--- src/design/ppm_pkg.sv ---
// Shared types and constants of the plane PSNR meter.
package ppm_pkg;

    localparam int LANES       = 4;
    localparam int PIX_W       = 16;
    localparam int SQ_W        = 2 * PIX_W;
    localparam int SSE_W       = 63;
    localparam int PSNR_W      = 15;
    localparam int LOG_W       = 22;
    localparam int MAX_SAMPLE_BITS = 16;

    localparam logic [PSNR_W-1:0] PSNR_CAP = 15'd25600;
    // Ten times log10 of two in Q24.
    localparam logic [25:0] TEN_LOG10_2_Q24 = 26'd50504453;
    localparam logic [SSE_W-1:0] SSE_MAX = {SSE_W{1'b1}};

    typedef enum logic [1:0] {
        REG_FRAME_WIDTH  = 2'd0,
        REG_FRAME_HEIGHT = 2'd1,
        REG_SAMPLE_BITS  = 2'd2
    } reg_index_t;

    typedef struct packed {
        logic [PIX_W-1:0] pix_a0;
        logic [PIX_W-1:0] pix_a1;
        logic [PIX_W-1:0] pix_a2;
        logic [PIX_W-1:0] pix_a3;
        logic [PIX_W-1:0] pix_b0;
        logic [PIX_W-1:0] pix_b1;
        logic [PIX_W-1:0] pix_b2;
        logic [PIX_W-1:0] pix_b3;
        logic [2:0]       lanes_valid;
        logic             frame_end;
    } ppm_item_t;

    typedef struct packed {
        logic [PSNR_W-1:0] psnr_q8;
        logic [SSE_W-1:0]  sse_total;
    } ppm_result_t;

    // Request to the shared log2 unit and its answer.
    typedef struct packed {
        logic        start;
        logic [63:0] x;
    } log_req_t;

    typedef struct packed {
        logic             done;
        logic [LOG_W-1:0] value;
    } log_rsp_t;

endpackage

--- src/design/ppm_log2.sv ---
// Iterative log2 in Q16: normalising shift, then one squaring per fraction bit.
module ppm_log2 (
    input  logic                clk,
    input  logic                rst_n,
    input  ppm_pkg::log_req_t   req,
    output ppm_pkg::log_rsp_t   rsp
);
    import ppm_pkg::*;

    typedef enum logic [3:0] {
        L_IDLE = 4'b0001,
        L_NORM = 4'b0010,
        L_SQ   = 4'b0100,
        L_STEP = 4'b1000
    } log_state_t;

    log_state_t  state_reg, state_next;
    logic [63:0] norm_reg, norm_next;
    logic [5:0]  p_reg, p_next;
    logic [31:0] m_reg, m_next;
    logic [63:0] prod_reg, prod_next;
    logic [15:0] frac_reg, frac_next;
    logic [3:0]  cnt_reg, cnt_next;
    logic        done_reg, done_next;
    logic [32:0] scaled;

    assign scaled = prod_reg[63:31];

    always_comb
    begin
        state_next = state_reg;
        norm_next  = norm_reg;
        p_next     = p_reg;
        m_next     = m_reg;
        prod_next  = prod_reg;
        frac_next  = frac_reg;
        cnt_next   = cnt_reg;
        done_next  = 1'b0;
        unique case (state_reg)
            L_IDLE:
            begin
                if (req.start)
                begin
                    norm_next  = req.x;
                    p_next     = 6'd63;
                    state_next = L_NORM;
                end
            end
            L_NORM:
            begin
                if (norm_reg[63])
                begin
                    m_next     = norm_reg[63:32];
                    frac_next  = '0;
                    cnt_next   = '0;
                    state_next = L_SQ;
                end
                else
                begin
                    norm_next = {norm_reg[62:0], 1'b0};
                    p_next    = p_reg - 6'd1;
                end
            end
            L_SQ:
            begin
                prod_next  = 64'(m_reg) * 64'(m_reg);
                state_next = L_STEP;
            end
            L_STEP:
            begin
                if (scaled[32])
                begin
                    frac_next = {frac_reg[14:0], 1'b1};
                    m_next    = scaled[32:1];
                end
                else
                begin
                    frac_next = {frac_reg[14:0], 1'b0};
                    m_next    = scaled[31:0];
                end
                cnt_next = cnt_reg + 4'd1;
                if (cnt_reg == 4'd15)
                begin
                    done_next  = 1'b1;
                    state_next = L_IDLE;
                end
                else
                begin
                    state_next = L_SQ;
                end
            end
            default:
            begin
                state_next = L_IDLE;
            end
        endcase
    end

    always_ff @(posedge clk or negedge rst_n)
    begin
        if (!rst_n)
        begin
            state_reg <= L_IDLE;
            done_reg  <= 1'b0;
        end
        else
        begin
            state_reg <= state_next;
            done_reg  <= done_next;
        end
    end

    always_ff @(posedge clk)
    begin
        norm_reg <= norm_next;
        p_reg    <= p_next;
        m_reg    <= m_next;
        prod_reg <= prod_next;
        frac_reg <= frac_next;
        cnt_reg  <= cnt_next;
    end

    assign rsp.done  = done_reg;
    assign rsp.value = {p_reg, frac_reg};

endmodule

--- config.mk ---
export PLATFORM = sky130hd
export DESIGN_NAME = ppm_log2
export DESIGN_NICKNAME = d
export VERILOG_FILES = /design/src/design/ppm_pkg.sv /design/src/design/ppm_log2.sv
export SDC_FILE = /design/constraint.sdc
export NUM_CORES = 2
export LEC_CHECK = 0
export BUFFER_PORTS_ARGS = -buffer_cell sky130_fd_sc_hd__clkbuf_2
export CAP_MARGIN = 5
export CORE_ASPECT_RATIO = 2
export CORE_MARGIN = 5
export CORE_UTILIZATION = 35
export DETAILED_ROUTE_END_ITERATION = 10
export MAX_ROUTING_LAYER = met4
export SETUP_SLACK_MARGIN = 0.4
export SLEW_MARGIN = 10
export SYNTH_ARGS = -nofsm -noshare
export SYNTH_HDL_FRONTEND = slang
export SYNTH_SLANG_ARGS = --single-unit
--- constraint.sdc ---
create_clock -name clk -period 12.4 [get_ports clk]
set_input_delay 3.1 -clock clk [delete_from_list [all_inputs] [get_ports clk]]
set_output_delay 3.1 -clock clk [all_outputs]
set_load 0.01 [all_outputs]
==> flow_summary.toml <==
[die]
coreArea_um2 = 101000
die_h_um = 462
die_w_um = 236
rows = 165
ios = 90
initial_utilization_pct = 35.3
die_area_um2 = 109000

[min_path]
min_path_type = "reg2reg"
hold_start = "state_reg[1]$_DFFE_PN0P_"

[synthesis]
synthCells = 3644
yosysMostFrequentCell = "inv_1"
yosysTopAreaCellShare_pct = 44.4
syn_nets = 4801
synth_enable_flop_cells = 155
ys_seq_elements = 160
yosys-top-cells-area = "fa_1 (44%), edfxtp_1 (13%), inv_1 (10%), ha_1 (10%), nand2_1 (4.7%)"
syn-cell-area_um2 = 35700
synth_ff_type = "edfxtp_1"
synthArstFlopShare_pct = 3.13
synth_commonest_cells = "inv_1 (997), fa_1 (791), nand2_1 (451)"
ys_types = 61
yosys.area.top_type = "fa_1"
yosys_warnings = 0
ys_seq_area_share_pct = 13.4
synth.avg_cell_area_um2 = 9.79

[cells_and_area]
largest_register_ffs = 64
nNetsFinal = 4805
syn2layout_area_growth_pct = 6.92
drive_above_1_share_pct = 5.35

[global_routing]
grt_pass1_vias = 28884
grt_pass1_wl_mm = 162
grt_max_degree = 72
grt_usage_pct = 20.2
antenna_found_initial = 2
grt_overflow_total = 0

[outcome]
status = "finished, final reports clean"

[clock_tree]
cts_root_buffer = "clkbuf_16"
cts_resized = 0
cts.sinks = 160
clkLatencyLatePin_ps = 440
cts_tree = "done"
clock_tree.buffer_depth = 2
holdBufCountCts = 0
cts_max_level = 4
clkSlewWorstSetupHoldPaths_ps = 70
cts_buffers = 17
post_cts_buffers = 0

[detailed_routing]
first_pass_iters = 7
vias = 24813
wl_per_cell_um = 21.2
viasPerCell = 4.96
drtAntennaViolNets = 0
route.detailed.drc = 0
drt-initial-drc-count = 1125
routed_wl_mm = 106

[critical_path]
worstPathArrival_ps = 9100
cp-end-kind = "register"
path_max_fanout = 12
critical_path_class = "reg2reg"
start_kind = "register"
timing.rr.start = "m_reg[18]$_DFFE_PP_"
required_ps = 12580
worstSetupStartpoint = "m_reg[18]$_DFFE_PP_"

[placement]
dp_hpwl_mm = 86.3
gp_congestion = 0.967
io_buffers = 89

[sta]
hold_viol_final = 0
max_slew_margin_pct = 26.9
fmax_mhz = 112
finalClockSkew_ps = 10.6
worstMarginPinSlew_ps = 1100
final.setup.tns_ps = 0
setup_violations = 0
period_share_pct = 72.0
grt_setup_unrepaired = "false"
fin_crit_ps = 8930
slew_violations = 0

[job]
maxCapViolations = 0
## path summary, 6_finish.rpt
check	to	slack, ps	depth (start not counted)
max in group asynchronous	state_reg[0]$_DFFE_PN1P_	9700	1
hold / removal	state_reg[0]$_DFFE_PN1P_	540	2
min in group asynchronous	state_reg[3]$_DFFE_PN0P_	2470	1
setup / recovery	prod_reg[61]$_DFFE_PP_	3470	26
setup reg to reg	prod_reg[61]$_DFFE_PP_	3470	26
hold reg to reg	state_reg[0]$_DFFE_PN1P_	540	2
## cell families (layout without fill, tap and decap cells)
group	after synthesis	count (layout)	share of synthesized area (%)
mux	34	34	0.957
fa+ha+maj	1090	1090	54.9
simple gates	907	907	12.5
xor+xnor	84	84	2.06
compound gates	223	223	4.14
flops	160	160	13.4
buf+inv	1146	1163	12.1
other cells	0	1	0
## per-layer routing
| layer | wire length [um] | vias to the layer above | global-route usage (%) |
|---|---|---|---|
| li1 | - | 10827 | - |
| met1 | 31300 | 12642 | 17.7 |
| met2 | 58700 | 869 | 38.0 |
| met3 | 4380 | 475 | 2.48 |
| met4 | 11800 | 0 | 16.8 |
| met5 | 0 | - | - |
## layout make-up
class                      count  area, um^2
fill                       10333       63000
multi-input combinational   2338       26600
sequential                   160        4780
inverter                     998        3750
tap                         1336        1670
timing repair buffer         133         776
clock buffer                  17         425
clock inverter                15         141
antenna                        1        2.50
## worst max-delay path, cell delays in order (launching register included)
cell and delay [ps]:
edfxtp_1 790, buf_4 380, inv_1 200, nor2_1 180, fa_1 500, fa_1 550
inv_1 50, fa_1 500, fa_1 550, inv_1 60, fa_1 560, fa_1 440
fa_1 490, inv_1 50, fa_1 470, inv_1 40, ha_1 380, a21oi_1 320
o21bai_1 90, a21oi_1 340, nand3_1 190, a2111oi_4 500, o31ai_4 190, a21oi_4 350
o21ai_1 150, and2_1 160, xor2_1 160
## through the flow
step	cell area [um^2]	hold slack [ps]	util (%)	setup WS, ps	cells
floorplan	35700	493	-	3840	3644
global placement	37600	522	37.2	3510	4965
detailed placement	37600	523	37.2	3500	4965
CTS	38200	540	37.7	3500	4997
global route	38200	571	37.7	3180	4998
finish	38200	536	37.7	3470	4998
## placed cells by master, fill, tap and decap left out, drive strengths merged, types with 12 or more instances in the layout
cell type,n
nor2b,15
clkbuf,106
nand3b,62
ha,299
buf,44
o21bai,12
inv,1007
xor2,40
nand3,20
a31oi,14
o21ai,55
nor3,14
nand2,451
a21o,35
mux2i,33
edfxtp,155
fa,791
nand4,13
a21oi,64
and3,27
and2,232
a31o,12
nor2,54
xnor2,44
Power is left out: the tool's default activity adds up to more than one toggle a clock period on the data nets, which glitch-free logic cannot reach.
