==> config.mk <==
export PLATFORM = sky130hd
export DESIGN_NAME = ppm_lane
export DESIGN_NICKNAME = d
export VERILOG_FILES = /design/src/design/ppm_pkg.sv /design/src/design/ppm_lane.sv
export SDC_FILE = /design/constraint.sdc
export NUM_CORES = 1
export LEC_CHECK = 0
export BUFFER_PORTS_ARGS = -buffer_cell sky130_fd_sc_hd__buf_2
export CORE_ASPECT_RATIO = 1.2
export CORE_MARGIN = 1
export CORE_UTILIZATION = 65
export CTS_CLUSTER_DIAMETER = 40
export DETAILED_ROUTE_END_ITERATION = 8
export GPL_TIMING_DRIVEN = 0
export PLACE_DENSITY = 0.88
export SYNTH_ARGS = -nofsm -noshare
export SYNTH_HDL_FRONTEND = slang
export SYNTH_SLANG_ARGS = --single-unit
export TNS_END_PERCENT = 10
==> constraint.sdc <==
create_clock -name clk -period 12 [get_ports clk]
set_clock_uncertainty 0.1 [all_clocks]
set_input_delay 0.6 -clock clk [delete_from_list [all_inputs] [get_ports clk]]
set_output_delay 0.6 -clock clk [all_outputs]
set_load 0.1 [all_outputs]
==> src/design/ppm_pkg.sv <==
// Shared types and constants of the plane PSNR meter.
package ppm_pkg;

    localparam int LANES       = 4;
    localparam int PIX_W       = 16;
    localparam int SQ_W        = 2 * PIX_W;
    localparam int SSE_W       = 63;
    localparam int PSNR_W      = 15;
    localparam int LOG_W       = 22;
    localparam int MAX_SAMPLE_BITS = 16;

    localparam logic [PSNR_W-1:0] PSNR_CAP = 15'd25600;
    // Ten times log10 of two in Q24.
    localparam logic [25:0] TEN_LOG10_2_Q24 = 26'd50504453;
    localparam logic [SSE_W-1:0] SSE_MAX = {SSE_W{1'b1}};

    typedef enum logic [1:0] {
        REG_FRAME_WIDTH  = 2'd0,
        REG_FRAME_HEIGHT = 2'd1,
        REG_SAMPLE_BITS  = 2'd2
    } reg_index_t;

    typedef struct packed {
        logic [PIX_W-1:0] pix_a0;
        logic [PIX_W-1:0] pix_a1;
        logic [PIX_W-1:0] pix_a2;
        logic [PIX_W-1:0] pix_a3;
        logic [PIX_W-1:0] pix_b0;
        logic [PIX_W-1:0] pix_b1;
        logic [PIX_W-1:0] pix_b2;
        logic [PIX_W-1:0] pix_b3;
        logic [2:0]       lanes_valid;
        logic             frame_end;
    } ppm_item_t;

    typedef struct packed {
        logic [PSNR_W-1:0] psnr_q8;
        logic [SSE_W-1:0]  sse_total;
    } ppm_result_t;

    // Request to the shared log2 unit and its answer.
    typedef struct packed {
        logic        start;
        logic [63:0] x;
    } log_req_t;

    typedef struct packed {
        logic             done;
        logic [LOG_W-1:0] value;
    } log_rsp_t;

endpackage

==> src/design/ppm_lane.sv <==
// One lane: registered square of the absolute pixel difference.
module ppm_lane (
    input  logic                     clk,
    input  logic [ppm_pkg::PIX_W-1:0] pix_a,
    input  logic [ppm_pkg::PIX_W-1:0] pix_b,
    input  logic                     lane_en,
    output logic [ppm_pkg::SQ_W-1:0]  sq
);
    import ppm_pkg::*;

    logic [PIX_W-1:0] diff;
    logic [SQ_W-1:0]  sq_reg;
    logic [SQ_W-1:0]  sq_next;

    assign diff    = (pix_a > pix_b) ? (pix_a - pix_b) : (pix_b - pix_a);
    assign sq_next = lane_en ? (SQ_W'(diff) * SQ_W'(diff)) : '0;

    always_ff @(posedge clk)
    begin
        sq_reg <= sq_next;
    end

    assign sq = sq_reg;

endmodule

==> flow_summary.toml, run 1 <==
[status]
status = "complete, no violations"

[sta]
worst_slack_ns = 2.47
fin_crit_sh_pct = 79.4
fmax_mhz = 105
setup_viol = 0
grt_setup_unrepaired = "false"
max-slew-margin-rel_pct = 30.9
hold_violations = 0
slew_viol_final = 0
layout_min_cycle_time_ns = 9.53
tightest_slew_ns = 1.03
finalSetupTns_ns = 0

[logic_synthesis]
syn_area_per_cell_sq_um = 8.62
yosys.area.top_type = "fa_1"
synth_edf_count = 0
synthCells = 1109
syn_area_sq_um = 9560
yosys-top-cells-area = "fa_1 (34%), ha_1 (17%), inv_1 (11%), dfxtp_1 (6.5%), nor2_1 (3.6%)"
synth_warnings = 0
seq_area_frac_synth_pct = 6.49
synth_fp_nets = 1436
synthArstFlopShare_pct = 0
synth_top_area_share_pct = 34.3
synthDistinctLibCells = 64
synth_seq_cells = 31
synthFlopType = "dfxtp_1"

[detailed_routing]
dr.pass1.iters = 6
antenna_left = 0
num_vias = 7747
wl_um = 21900
wire_per_inst_um = 16.2
drc = 0
first_iter_violations = 410
vias_per_cell = 5.71

[floorplan]
start_util_pct = 66.6
rows = 48
io_pins = 66
die_h_um = 135
dieArea_sq_um = 15200
core_area_sq_um = 14400
die_x_um = 113

[placed_design]
place_inst = 1348
portBuffers = 64
dp_slack_ns = 2.37
dp_hpwl_um = 18100
place_area_sq_um = 10100
gp_congestion = 0.970

[layout]
area_delta_synth_final_pct = 7.46
fin_area_sq_um = 10300
register_area_sq_um = 621
finalNonFillerCells = 1356
nets = 1507
largest_reg_flops = 31
multiInputGateArea_sq_um = 7730
fillers = 1069
antennaDiodeCount = 0
drive_gt1_share_pct = 10.5

[cts]
clockRootBuffer = "clkbuf_16"
cts_max_path_buffers = 2
cts_tree = "done"
htree_num_levels = 2
cts_setup_buffers = 0
cts_buffers = 5
cts_hold_buf = 0
ctsResizeCount = 0
cts.sinks = 31
cts.clk_slew.worst_paths_ns = 0.06

[setup_path]
cp.required_ns = 12.10
setup.worst_path.start_class = "primary input"
cp_max_fo = 10
worst-path-buf-inv = 11
cp_top_family = "adder cells"
path_class = "in -> reg"
slowest_delay_ns = 0.55
cp.depth = 35
endpoint_kind = "register"
crit_path_top_delay_cell = "fa_1"
arrival_ns = 9.63

[grt]
grt-busiest-layer = "met2"
grt_max_degree = 11
antenna_found_initial = 0
grt-ovfl-total = 0
use_met2_pct = 57.8
gr-usage-met1_pct = 34.1
grt_pass1_wl_um = 37200
grt_pass1_vias = 8336
use_met3_pct = 4.85
grt_util_all_layers_pct = 31.0

[hold_path]
hp-class = "in -> reg"
min_path_cells = 3

[run]
cap_violations = 0
tightest hold or removal path, cell delays in order:
cell,delay (ns)
buf_2,0.10
inv_1,0.14
nor3b_1,0.08
cell usage after synthesis, types with 9 or more instances:
cell,instances
inv_1,273
xnor2_1,19
o21ai_0,21
o21bai_1,9
nor3_1,11
xor2_1,16
clkbuf_1,10
and2_1,11
buf_2,12
dfxtp_1,31
fa_1,164
nand3_1,9
a21oi_1,50
a21o_1,19
nand2_1,90
nor2_1,93
o31ai_1,11
a211oi_1,9
mux2i_1,9
ha_1,129
cells by family (layout without fill, tap and decap cells):
family                     count (synthesis)  count (layout)  synth area share [%]
buffers and inverters                    310             382                  12.7
adders and majority gates                293             293                  51.2
and+or+nand+nor                          264             264                  12.6
AOI/OAI and AO/OA                        155             155                  11.1
xor gates and xnor gates                  41              41                  4.34
DFF                                       31              31                  6.49
muxes                                     14              14                  1.56
other                                      1               1                0.0392
metrics by stage:
step	hold slack [ns]	utilization, %
2_1_floorplan	0.697	-
3_3_place_gp	0.875	70.4
3_5_place_dp	0.872	70.4
4_1_cts	0.595	71.6
5_1_grt	0.613	71.6
6_report	0.587	71.6
final timing paths:
| check | slack [ns] | endpoint | from |
|---|---|---|---|
| worst max-delay path | 2.47 | sq[31] | pix_a[9] |
| worst min-delay path | 0.59 | sq[16] | lane_en |
metal layers:
metal	routed length, um	vias up
li1	-	3588
met1	7910	3742
met2	11500	318
met3	1400	99
met4	1150	0
met5	0	-
cell type report:
type / instances / area share, %
Multi-Input combinational cell: 768 / 75.2
Buffer: 29 / 1.51
Sequential cell: 31 / 6.04
Tap cell: 175 / 2.13
Timing Repair Buffer: 64 / 3.12
Clock inverter: 2 / 0.341
Inverter: 281 / 10.3
Clock buffer: 6 / 1.35
cells in the final DEF, fill, tap and decap left out, drive strengths merged, types with 5 or more instances in the layout:
cell type    n
dfxtp       31
a221oi       5
nor3        12
nand2       93
mux2i       10
buf         82
fa         164
o21ai       21
o21bai       9
inv        281
or2          6
nor2        93
a211oi       9
nand3        9
ha         129
a21o        19
nand2b       7
clkbuf      17
o21a         5
o31ai       11
and3         8
nand4        8
xnor2       23
a21oi       51
and2        11
xor2        18
Power of run 1 is not shown: default switching activity piles up to over one toggle a cycle in this logic, so the estimate is an artifact.
==> run 2: changes to the inputs <==
CORE_UTILIZATION = 64   (was 65)
PLACE_DENSITY = 0.87   (was 0.88)
clock period = 8.8 ns   (was 12 ns; I/O delays follow)
==> flow_summary.toml, run 2 (synthesized netlist as in run 1, its figures left out) <==
[layout]
nets = 1531
final_cell_mix = "inv_1 (272), fa_1 (164), ha_1 (126)"
finalNonFillerCells = 1405
antennaDiodeCount = 0
fin_area_sq_um = 10800
area_delta_synth_final_pct = 12.6
fillers = 979
layout_commonest_cell = "inv_1"
register_area_sq_um = 621
largest_reg_flops = 31
utilization_pct = 74.4
drive_gt1_share_pct = 15.1
multiInputGateArea_sq_um = 7980

[placed_design]
place_inst = 1373
portBuffers = 64
place_area_sq_um = 10100
gp_congestion = 0.946
dp_hpwl_um = 18600
dp_slack_ns = -0.738

[sta]
tightest_slew_ns = 1.02
grt_setup_unrepaired = "true"
hold_violations = 0
slew_viol_final = 0
layout_min_cycle_time_ns = 8.55
setup_viol = 0
fmax_mhz = 117
fin_crit_sh_pct = 97.2
worst_slack_ns = 0.246
max-slew-margin-rel_pct = 31.8

[grt]
grt_max_degree = 11
grt_pass1_wl_um = 37300
grt-ovfl-total = 0
grt_util_all_layers_pct = 31.2
grt_pass1_vias = 8369
antenna_found_initial = 0

[setup_path]
worst-path-buf-inv = 11
crit_path_frequent_cell = "fa_1"
setup.worst_path.start_class = "primary input"
endpoint_kind = "register"
cp_max_fo = 10
arrival_ns = 8.61
cp.required_ns = 8.86
crit_path_top_delay_cell = "fa_1"
path_class = "in -> reg"
slowest_delay_ns = 0.54
cp_top_family = "adder cells"

[hold_path]
hp-class = "in -> reg"
min_path_cells = 3
whs_endpoint = "sq[6]"
min_from = "lane_en"

[cts]
clockRootBuffer = "clkbuf_16"
htree_num_levels = 2
cts_buffers = 5
cts.sinks = 31
cts_max_path_buffers = 2
cts_hold_buf = 0
cts_tree = "done"
cts.clk_slew.worst_paths_ns = 0.06

[detailed_routing]
first_iter_violations = 486
antenna_left = 0
dr.pass1.iters = 5
vias_per_cell = 5.67
num_vias = 7962
wire_per_inst_um = 16.6
drc = 0
wl_um = 23300

[status]
status = "complete, no violations"

[floorplan]
core_area_sq_um = 14500
die_x_um = 114
dieArea_sq_um = 15400
start_util_pct = 66.1
rows = 48
die_h_um = 136
io_pins = 66

[run]
cap_violations = 0
run 2: metal layers:
metal	track usage [%]	share of wire, %
met1	32.7	36
met2	58.8	53
met3	4.99	5.9
met4	18.1	5.0
met5	0	0
run 2: cell type report:
cell class                      count  share of cell area [%]
Sequential cell                    31                    5.76
Inverter                          281                    9.80
Timing Repair Buffer               89                    4.83
Multi-Input combinational cell    768                    74.1
Buffer                             28                    1.58
Clock buffer                        6                    1.29
Tap cell                          200                    2.32
Clock inverter                      2                   0.325
run 2: worst max path at each step:
stage / slack (ns) / cells past startpoint / end / start
floorplan: 0.63 / 33 / sq[31] / pix_a[13]
global placement: -0.53 / 36 / sq[30] / pix_a[9]
detailed placement: -0.74 / 36 / sq[30] / pix_a[11]
CTS: 0.02 / 34 / sq[30] / pix_a[7]
global route: -0.09 / 36 / sq[27] / pix_a[3]
finish: 0.25 / 35 / sq[27] / pix_a[2]
run 2: stage by stage:
stage               TNS [ns]  hold WS, ns
floorplan                  0        0.537
global placement       -2.87        0.707
detailed placement     -5.40        0.708
CTS                        0        0.432
global route          -0.390        0.441
finish                     0        0.428
run 2: timing repair:
item	4_1_cts	5_1_grt
setup buffers	5	20
resized for setup	11	44
pin swaps	5	22
endpoints found under the hold margin	0	0
setup endpoints to repair	11	13
Power of run 2 is left out for the same reason.
